[src/rc4_pkg.sv]
// Shared types and constants for the RC4 stream cipher core.
`default_nettype none

package rc4_pkg;

  localparam int BYTE_W            = 8;
  localparam int PERM_DEPTH        = 256;
  localparam int PERM_AW           = 8;
  localparam int DEF_MAX_KEY_BYTES = 64;
  localparam int KEYLEN_W          = 7;
  localparam int SLOT_W            = 6;
  localparam int OPC_W             = 2;
  localparam int IN_TDATA_W        = 24;
  localparam int OUT_TDATA_W       = 8;
  localparam int LEN_W             = 9;

  localparam logic [KEYLEN_W-1:0] KEYLEN_RESET = 7'd64;

  // request opcodes carried on in_tuser
  localparam logic [OPC_W-1:0] OP_KEY_WR = 2'd0;
  localparam logic [OPC_W-1:0] OP_SCHED  = 2'd1;
  localparam logic [OPC_W-1:0] OP_CRYPT  = 2'd2;

  // permutation read address select
  localparam logic [1:0] RD_SEL_I     = 2'd0;
  localparam logic [1:0] RD_SEL_I_INC = 2'd1;
  localparam logic [1:0] RD_SEL_J_SUM = 2'd2;
  localparam logic [1:0] RD_SEL_T     = 2'd3;

  // permutation write select
  localparam logic WR_SEL_I_Q = 1'b0;  // S[i] <= read data
  localparam logic WR_SEL_J_A = 1'b1;  // S[j] <= held S[i]

  typedef struct packed {
    logic       init;        // reset permutation to identity, clear i, j, slot
    logic       key_wr;      // write key store from request fields
    logic       din_load;    // latch data byte
    logic       rd_en;
    logic [1:0] rd_sel;
    logic       key_add;     // add key byte into j sum
    logic       wr_en;
    logic       wr_sel;
    logic       load_i_inc;
    logic       load_j_sum;
    logic       load_a;
    logic       load_bt;
    logic       sched_step;  // advance schedule counter and key slot
    logic       out_load;
  } rc4_cmd_t;

  typedef struct packed {
    logic last_iter;  // schedule counter at final entry
    logic out_stall;  // result register full and not taken
  } rc4_sts_t;

endpackage

`default_nettype wire

[src/rc4_ctrl.sv]
// Controller state machine sequencing key writes, key schedule and crypt.
`default_nettype none

module rc4_ctrl (
  input  wire                      clk,
  input  wire                      rst_n,
  input  wire                      in_tvalid,
  output logic                     in_tready,
  input  wire  [rc4_pkg::OPC_W-1:0] in_tuser,
  input  rc4_pkg::rc4_sts_t        sts,
  output rc4_pkg::rc4_cmd_t        cmd
);
  import rc4_pkg::*;

  localparam logic [3:0] ST_IDLE     = 4'd0;
  localparam logic [3:0] ST_SCH_RD_N = 4'd1;
  localparam logic [3:0] ST_SCH_RD_J = 4'd2;
  localparam logic [3:0] ST_SCH_WR_N = 4'd3;
  localparam logic [3:0] ST_SCH_WR_J = 4'd4;
  localparam logic [3:0] ST_CR_RD_I  = 4'd5;
  localparam logic [3:0] ST_CR_RD_J  = 4'd6;
  localparam logic [3:0] ST_CR_RD_T  = 4'd7;
  localparam logic [3:0] ST_CR_OUT   = 4'd8;

  logic [3:0] state_r, state_nxt;
  logic       accept;

  assign in_tready = (state_r == ST_IDLE);
  assign accept    = in_tvalid & in_tready;

  always_comb begin
    state_nxt = state_r;
    cmd       = '0;
    unique case (state_r)
      ST_IDLE: begin
        if (accept) begin
          priority if (in_tuser == OP_KEY_WR) begin
            cmd.key_wr = 1'b1;
          end else if (in_tuser == OP_SCHED) begin
            cmd.init  = 1'b1;
            state_nxt = ST_SCH_RD_N;
          end else if (in_tuser == OP_CRYPT) begin
            cmd.din_load = 1'b1;
            state_nxt    = ST_CR_RD_I;
          end else begin
            state_nxt = ST_IDLE;
          end
        end
      end
      ST_SCH_RD_N: begin
        cmd.rd_en  = 1'b1;
        cmd.rd_sel = RD_SEL_I;
        state_nxt  = ST_SCH_RD_J;
      end
      ST_SCH_RD_J: begin
        cmd.rd_en      = 1'b1;
        cmd.rd_sel     = RD_SEL_J_SUM;
        cmd.key_add    = 1'b1;
        cmd.load_j_sum = 1'b1;
        cmd.load_a     = 1'b1;
        state_nxt      = ST_SCH_WR_N;
      end
      ST_SCH_WR_N: begin
        cmd.wr_en  = 1'b1;
        cmd.wr_sel = WR_SEL_I_Q;
        state_nxt  = ST_SCH_WR_J;
      end
      ST_SCH_WR_J: begin
        cmd.wr_en      = 1'b1;
        cmd.wr_sel     = WR_SEL_J_A;
        cmd.sched_step = 1'b1;
        state_nxt      = sts.last_iter ? ST_IDLE : ST_SCH_RD_N;
      end
      ST_CR_RD_I: begin
        cmd.rd_en      = 1'b1;
        cmd.rd_sel     = RD_SEL_I_INC;
        cmd.load_i_inc = 1'b1;
        state_nxt      = ST_CR_RD_J;
      end
      ST_CR_RD_J: begin
        cmd.rd_en      = 1'b1;
        cmd.rd_sel     = RD_SEL_J_SUM;
        cmd.load_j_sum = 1'b1;
        cmd.load_a     = 1'b1;
        state_nxt      = ST_CR_RD_T;
      end
      ST_CR_RD_T: begin
        cmd.rd_en   = 1'b1;
        cmd.rd_sel  = RD_SEL_T;
        cmd.wr_en   = 1'b1;
        cmd.wr_sel  = WR_SEL_I_Q;
        cmd.load_bt = 1'b1;
        state_nxt   = ST_CR_OUT;
      end
      ST_CR_OUT: begin
        if (!sts.out_stall) begin
          cmd.wr_en    = 1'b1;
          cmd.wr_sel   = WR_SEL_J_A;
          cmd.out_load = 1'b1;
          state_nxt    = ST_IDLE;
        end
      end
      default: begin
        state_nxt = ST_IDLE;
      end
    endcase
  end

  always_ff @(posedge clk) begin
    if (!rst_n) begin
      state_r <= ST_IDLE;
    end else begin
      state_r <= state_nxt;
    end
  end

endmodule

`default_nettype wire

[src/rc4_dp.sv]
// Datapath: permutation and key memories, indices, key length and result register.
`default_nettype none

module rc4_dp #(
  parameter int MAX_KEY_BYTES = rc4_pkg::DEF_MAX_KEY_BYTES
) (
  input  wire                             clk,
  input  wire                             rst_n,
  input  rc4_pkg::rc4_cmd_t               cmd,
  output rc4_pkg::rc4_sts_t               sts,
  input  wire  [rc4_pkg::SLOT_W-1:0]      key_slot,
  input  wire  [rc4_pkg::BYTE_W-1:0]      key_byte,
  input  wire  [rc4_pkg::BYTE_W-1:0]      data_in,
  input  wire                             cfg_wr_en,
  input  wire  [rc4_pkg::KEYLEN_W-1:0]    cfg_wr_data,
  output logic                            out_tvalid,
  input  wire                             out_tready,
  output logic [rc4_pkg::OUT_TDATA_W-1:0] out_tdata
);
  import rc4_pkg::*;

  localparam int KEY_AW = (MAX_KEY_BYTES > 1) ? $clog2(MAX_KEY_BYTES) : 1;
  localparam logic [LEN_W-1:0] MAX_LEN = LEN_W'(MAX_KEY_BYTES);

  // permutation store with identity-on-clear valid bits
  logic [BYTE_W-1:0]     perm_mem [PERM_DEPTH];
  logic [PERM_DEPTH-1:0] vld_r;
  logic [BYTE_W-1:0]     mem_q_r;
  logic                  rd_vld_r;
  logic [PERM_AW-1:0]    rd_addr_q_r;
  logic [BYTE_W-1:0]     perm_q;

  logic [BYTE_W-1:0]     key_mem [MAX_KEY_BYTES];
  logic [BYTE_W-1:0]     key_q_r;

  logic [PERM_AW-1:0]    i_r, j_r, t_r;
  logic [BYTE_W-1:0]     a_r, b_r, din_r;
  logic [KEY_AW-1:0]     slot_r;
  logic [KEYLEN_W-1:0]   key_len_r;
  logic [BYTE_W-1:0]     out_data_r;
  logic                  out_vld_r;

  logic [PERM_AW-1:0]    i_inc, j_sum, t_sum, rd_addr, wr_addr;
  logic [BYTE_W-1:0]     wr_data, key_term, ks;
  logic [LEN_W-1:0]      len_eff, slot_plus;
  logic                  slot_ok;

  assign perm_q   = rd_vld_r ? mem_q_r : rd_addr_q_r;
  assign i_inc    = i_r + 1'b1;
  assign key_term = cmd.key_add ? key_q_r : '0;
  assign j_sum    = PERM_AW'(j_r + perm_q + key_term);
  assign t_sum    = PERM_AW'(a_r + perm_q);

  // key length clamped to 1..MAX_KEY_BYTES
  always_comb begin
    priority if (key_len_r == '0) begin
      len_eff = LEN_W'(1);
    end else if (LEN_W'(key_len_r) > MAX_LEN) begin
      len_eff = MAX_LEN;
    end else begin
      len_eff = LEN_W'(key_len_r);
    end
  end

  assign slot_plus = LEN_W'(slot_r) + LEN_W'(1);
  assign slot_ok   = (LEN_W'(key_slot) < MAX_LEN);

  always_comb begin
    unique case (cmd.rd_sel)
      RD_SEL_I:     rd_addr = i_r;
      RD_SEL_I_INC: rd_addr = i_inc;
      RD_SEL_J_SUM: rd_addr = j_sum;
      RD_SEL_T:     rd_addr = t_sum;
      default:      rd_addr = i_r;
    endcase
  end

  assign wr_addr = (cmd.wr_sel == WR_SEL_J_A) ? j_r : i_r;
  assign wr_data = (cmd.wr_sel == WR_SEL_J_A) ? a_r : perm_q;

  // keystream byte; entries swapped this item bypass the memory
  always_comb begin
    priority if (t_r == j_r) begin
      ks = a_r;
    end else if (t_r == i_r) begin
      ks = b_r;
    end else begin
      ks = perm_q;
    end
  end

  always_ff @(posedge clk) begin
    if (cmd.wr_en) begin
      perm_mem[wr_addr] <= wr_data;
    end
    if (cmd.rd_en) begin
      mem_q_r     <= perm_mem[rd_addr];
      rd_addr_q_r <= rd_addr;
    end
  end

  always_ff @(posedge clk) begin
    if (!rst_n) begin
      vld_r    <= '0;
      rd_vld_r <= 1'b0;
    end else begin
      if (cmd.rd_en) begin
        rd_vld_r <= vld_r[rd_addr];
      end
      if (cmd.init) begin
        vld_r <= '0;
      end else if (cmd.wr_en) begin
        vld_r[wr_addr] <= 1'b1;
      end
    end
  end

  always_ff @(posedge clk) begin
    if (cmd.key_wr && slot_ok) begin
      key_mem[KEY_AW'(key_slot)] <= key_byte;
    end
    key_q_r <= key_mem[slot_r];
  end

  always_ff @(posedge clk) begin
    if (cmd.din_load) din_r <= data_in;
    if (cmd.load_a)   a_r   <= perm_q;
    if (cmd.load_bt) begin
      b_r <= perm_q;
      t_r <= t_sum;
    end
    if (cmd.out_load) out_data_r <= din_r ^ ks;
  end

  always_ff @(posedge clk) begin
    if (!rst_n) begin
      i_r       <= '0;
      j_r       <= '0;
      slot_r    <= '0;
      key_len_r <= KEYLEN_RESET;
      out_vld_r <= 1'b0;
    end else begin
      if (cfg_wr_en) begin
        key_len_r <= cfg_wr_data;
      end
      if (cmd.init) begin
        i_r    <= '0;
        j_r    <= '0;
        slot_r <= '0;
      end else begin
        if (cmd.load_i_inc) begin
          i_r <= i_inc;
        end
        if (cmd.load_j_sum) begin
          j_r <= j_sum;
        end
        if (cmd.sched_step) begin
          i_r    <= i_inc;
          slot_r <= (slot_plus >= len_eff) ? '0 : KEY_AW'(slot_plus);
          if (sts.last_iter) begin
            j_r <= '0;
          end
        end
      end
      if (cmd.out_load) begin
        out_vld_r <= 1'b1;
      end else if (out_tready) begin
        out_vld_r <= 1'b0;
      end
    end
  end

  assign sts.last_iter = (i_r == PERM_AW'(PERM_DEPTH - 1));
  assign sts.out_stall = out_vld_r & ~out_tready;
  assign out_tvalid    = out_vld_r;
  assign out_tdata     = out_data_r;

endmodule

`default_nettype wire

[src/rc4_stream_cipher_core.sv]
// Top level of the RC4 stream cipher core: controller plus datapath.
//
// Usage:
//  - Input stream (in_*): one request per accepted beat. in_tuser holds the
//    opcode: write key byte, run key schedule, or crypt one data byte.
//    Opcode 3 is accepted and dropped.
//  - Output stream (out_*): one result per crypt request, data_in XOR keystream.
//  - cfg_wr_en / cfg_wr_data: key length register (clamped to 1..MAX_KEY_BYTES),
//    the user must write it only while the core is idle; not enforced by the core.
//  - Sequencing: requests are taken one at a time from the idle state. A key
//    write is stored on acceptance. A crypt runs a read, read, swap-and-read,
//    swap sequence on the single read port of the permutation memory; the swap
//    step also loads the result register. A key schedule resets the permutation
//    to identity, then runs read, read, write, write for each of the 256 entries.
//  - Reset: synchronous, active low. The permutation reads as identity through
//    per-entry valid bits cleared at once (no clearing pass), indices are zero,
//    key length is 64. The key store is undefined until written.
//  - Stall: a finished result sits in the output register; the core still
//    accepts the next request and only holds in its final crypt step if the
//    previous result has not been taken.
`default_nettype none

module rc4_stream_cipher_core #(
  parameter int MAX_KEY_BYTES = rc4_pkg::DEF_MAX_KEY_BYTES
) (
  input  wire                             clk,
  input  wire                             rst_n,
  // in_tdata: key_slot[5:0], key_byte[13:6], data_in[21:14], zero [23:22]
  input  wire                             in_tvalid,
  output logic                            in_tready,
  input  wire  [rc4_pkg::IN_TDATA_W-1:0]  in_tdata,
  // in_tuser: opcode[1:0]
  input  wire  [rc4_pkg::OPC_W-1:0]       in_tuser,
  // out_tdata: data_out[7:0]
  output logic                            out_tvalid,
  input  wire                             out_tready,
  output logic [rc4_pkg::OUT_TDATA_W-1:0] out_tdata,
  input  wire                             cfg_wr_en,
  input  wire  [rc4_pkg::KEYLEN_W-1:0]    cfg_wr_data
);
  import rc4_pkg::*;

  rc4_cmd_t cmd;
  rc4_sts_t sts;

  // request field unpacking
  logic [SLOT_W-1:0] key_slot;
  logic [BYTE_W-1:0] key_byte;
  logic [BYTE_W-1:0] data_in;

  assign key_slot = in_tdata[5:0];
  assign key_byte = in_tdata[13:6];
  assign data_in  = in_tdata[21:14];

  rc4_ctrl u_ctrl (
    .clk       (clk),
    .rst_n     (rst_n),
    .in_tvalid (in_tvalid),
    .in_tready (in_tready),
    .in_tuser  (in_tuser),
    .sts       (sts),
    .cmd       (cmd)
  );

  rc4_dp #(
    .MAX_KEY_BYTES (MAX_KEY_BYTES)
  ) u_dp (
    .clk         (clk),
    .rst_n       (rst_n),
    .cmd         (cmd),
    .sts         (sts),
    .key_slot    (key_slot),
    .key_byte    (key_byte),
    .data_in     (data_in),
    .cfg_wr_en   (cfg_wr_en),
    .cfg_wr_data (cfg_wr_data),
    .out_tvalid  (out_tvalid),
    .out_tready  (out_tready),
    .out_tdata   (out_tdata)
  );

endmodule

`default_nettype wire

[config.mk]
export PLATFORM = sky130hd
export DESIGN_NAME = rc4_stream_cipher_core
export DESIGN_NICKNAME = d
export VERILOG_FILES = /design/src/rc4_pkg.sv /design/src/rc4_ctrl.sv /design/src/rc4_dp.sv /design/src/rc4_stream_cipher_core.sv
export SDC_FILE = /design/constraint.sdc
export NUM_CORES = 2
export LEC_CHECK = 0
export CORE_UTILIZATION = 55
export CTS_BUF_LIST = sky130_fd_sc_hd__clkbuf_8 sky130_fd_sc_hd__clkbuf_16
export CTS_CLUSTER_SIZE = 24
export DETAILED_ROUTE_END_ITERATION = 12
export DONT_BUFFER_PORTS = 1
export GPL_TIMING_DRIVEN = 0
export PLACE_DENSITY = 0.82
export SLEW_MARGIN = 30
export SYNTH_ARGS = -nofsm -noshare
export SYNTH_HDL_FRONTEND = slang
export SYNTH_HIERARCHICAL = 1
export SYNTH_SLANG_ARGS = --single-unit
[constraint.sdc]
create_clock -name clk -period 4.69 [get_ports clk]
set_input_delay 0.938 -clock clk [delete_from_list [all_inputs] [get_ports clk]]
set_output_delay 0.938 -clock clk [all_outputs]
set_load 0.05 [all_outputs]
==> results.py <==
metrics = {
    "final_layout": {
        "layout.cells.non_filler": 9940,
        "final_layout_size_suffix_gt1_frac": 0.278,
        "multi_input_area_um2": 31000,
        "largest_reg_flops": 2048,
        "final_cell_mix": "2616 x edfxtp_1, 710 x mux4_2, 646 x nor2_1, 638 x nand2_1, 305 x clkbuf_16",
        "registers.top_by_ff_count": "u_dp/perm_mem",
        "area.sequential_um2": 84500,
        "area_growth_pct": 15.6,
        "final_nets": 6990,
        "top_regs": "u_dp/perm_mem (2048), u_dp/key_mem (512), u_dp/vld_r (256)",
        "nFillCells": 12872,
        "mostFrequentLayoutCell": "edfxtp_1",
        "finalInstanceArea_um2": 134000,
    },
    "floorplanning": {
        "start_util": 0.556,
        "core_um2": 208000,
        "ios": 48,
        "die_w_um": 460,
        "die_y_um": 460,
        "die_area_um2": 212000,
        "rows": 167,
    },
    "power_and_ir_drop": {
        "peakVddDrop_mv": 0.513,
        "leakage_uw": 0.0430,
        "powerDensity_nw_per_um2": 517,
    },
    "sta": {
        "hold_ws_ns": 0.0658,
        "worst_slew_pin_slew_ns": 1.40,
        "fmax_mhz": 186,
        "finalWorstSetupSlack_ns": -0.683,
        "tns_ns": -60.42,
        "relSlewSlack": 0.0651,
        "post-route-period-util": 1.15,
        "setup_viol": 734,
        "fin_crit_ns": 5.37,
        "hold_violations": 0,
        "clock_skew_ns": 0.0752,
        "rsz0062_at_grt": "yes",
        "slew_violations": 0,
    },
    "cts": {
        "cts-buffers-inserted": 294,
        "clock_latency_ns": 0.96,
        "root_buffer": "clkbuf_16",
        "clkSinkCount": 2915,
        "htree_levels": 5,
        "cts_tree": "done",
        "cts_buffer_depth": 4,
        "clk_pin_slew_worst_paths_ns": 0.06,
    },
    "yosys": {
        "synth_mux_area_frac": 0.147,
        "syn_inst": 6509,
        "synth_area_leaders": "edfxtp_1 68%, mux4_2 14%, dfxtp_1 5.2%, nor2_1 2.9%, nand2_1 2.1%",
        "synth_top_family_by_area": "multiplexers",
        "syn-num-nets": 6581,
        "async_reset_ff_frac": 0,
        "ys_seq_elements": 2915,
        "synthAdderAreaFrac": 0.00426,
        "yosysWarnings": 6,
        "synth_edf_count": 2616,
        "syn_avg_cell_area_um2": 17.8,
        "ys_seq_area_frac": 0.731,
        "syn_area_um2": 116000,
        "synth_xor_area_frac": 0.00386,
        "synth_cell_types": 97,
        "synthDominantCellAreaShare": 0.680,
        "synth-simple-area-share": 0.0736,
        "synth_compound_area_frac": 0.0171,
        "synthFlopType": "edfxtp_1",
        "synth_area_leader_cell": "edfxtp_1",
    },
    "global_route": {
        "grt_busiest_layer": "met2",
        "grt_pass1_wl_um": 514000,
        "grt_usage": 0.351,
        "grtUsageMet1": 0.434,
        "met3_usage": 0.148,
        "gr-total-overflow": 0,
        "grt_pass1_vias": 68791,
        "grt_max_degree": 129,
        "antenna_found_initial": 29,
        "grt_util_met2": 0.513,
    },
    "setup_path": {
        "ff2ff_setup_slack_ns": -0.68,
        "cp-end-kind": "register",
        "cp-start-kind": "register",
        "crit_path_max_fanout": 10,
        "crit_arrival_ns": 6.23,
        "cp.required_ns": 5.54,
        "critPathKind": "reg -> reg",
    },
    "route": {
        "vias_per_cell": 7.21,
        "detail_route.wl_per_cell_um": 38.1,
        "dr.pass1.iters": 13,
        "drcViolationCount": 8,
        "postRouteAntennaNets": 0,
        "initialDrtViolationCount": 14151,
        "finalWirelength_um": 378000,
        "vias": 71695,
    },
    "worst_hold_path": {
        "hp-class": "in -> reg",
    },
    "outcome": {
        "status": "complete, but fails checks",
        "violations": "DRC, setup timing",
    },
    "placement": {
        "detailed_place_hpwl_um": 232000,
        "port_buffers": 0,
        "routabilityCongestion": 1.04,
        "post_dp_cell_area_um2": 121000,
        "dp.cells": 9341,
        "pre_cts_ws_ns": -2.47,
    },
    "flow_run": {
        "maxCapViolCount": 0,
    },
}
-- logic make-up (layout without fill, tap and decap cells) --
| logic type | count (synthesis) | in the layout |
|---|---|---|
| other | 0 | 21 |
| flip-flops | 2915 | 2915 |
| buffers and inverters | 433 | 1054 |
| multiplexers | 788 | 788 |
| AO/OA/AOI/OAI | 271 | 271 |
| XOR/XNOR | 51 | 51 |
| AND/OR/NAND/NOR | 2017 | 2018 |
| adder cells (fa/ha/maj) | 34 | 34 |
-- synthesized netlist by cell type (29+ instances only) --
library cell     n
a21oi_1         48
inv_1           36
nor3_1          31
clkbuf_1       127
o21ai_0         32
and3_1          43
nand2_1        649
mux4_2         710
buf_4           75
buf_2           92
nor2_1         894
nand3_1        287
buf_6           49
a31oi_1         29
dfxtp_1        299
a311oi_1        31
mux2i_1         47
edfxtp_1      2616
-- where the power goes --
group	internal (µW)	total (µW)	switching, µW
registers	30600	30700	74.3
logic	5070	15200	10100
clock network	13300	23200	9850
total	49000	69100	20100
-- per-layer routing --
metal  routed length, µm  share of wire  vias up
li1                    -              -    26259
met1              118000           0.31    35644
met2              165000           0.44     7795
met3               64200           0.17     1961
met4               30300          0.080       36
met5                 840         0.0022        -
-- repair_timing --
item                                    4_1_cts  5_1_grt
gates cloned                                  3        1
hold endpoints to repair                      0        0
buffers inserted                             28       38
endpoints found under the setup margin      871     1245
pin swaps                                    42       37
gates resized for setup                     491      198
hold buffers                                  0        0
-- per-stage QoR --
stage | utilization | power, µW
floorplan | - | 38800
global placement | 0.573 | 43700
detailed placement | 0.580 | 44000
CTS | 0.637 | 67700
global route | 0.643 | 69900
finish | 0.643 | 69100
-- critical path, cell delays in order (launching register included) --
cell,delay [ns]
dfxtp_1,0.34
buf_6,0.19
mux2_4,0.37
fa_1,0.46
ha_2,0.22
fa_2,0.45
xnor2_2,0.18
nand2b_4,0.15
o311a_4,0.15
buf_12,0.16
inv_6,0.07
buf_8,0.24
buf_2,0.59
nor2_4,0.24
a32oi_1,0.31
a211oi_2,0.17
a31oi_1,0.40
nand3_1,0.24
a221oi_1,0.29
-- final timing paths --
check | start | endpoint | cells past startpoint
setup / recovery | u_dp/rd_vld_r | u_dp/rd_vld_r | 18
hold / removal | in_tdata[13] | u_dp/key_mem[62][7] | 0
setup reg to reg | u_dp/rd_vld_r | u_dp/rd_vld_r | 18
hold reg to reg | u_dp/vld_r[225] | u_dp/vld_r[225] | 2
-- layout make-up --
class | instances | area share
antenna | 21 | 0.000393
buffer | 385 | 0.0257
clock buffer | 325 | 0.0590
clock inverter | 184 | 0.0108
inverter | 44 | 0.00142
multi-input combinational | 3162 | 0.232
sequential | 2915 | 0.633
tap | 2788 | 0.0261
timing repair buffer | 116 | 0.0123
(Power assumes the default switching activity.)
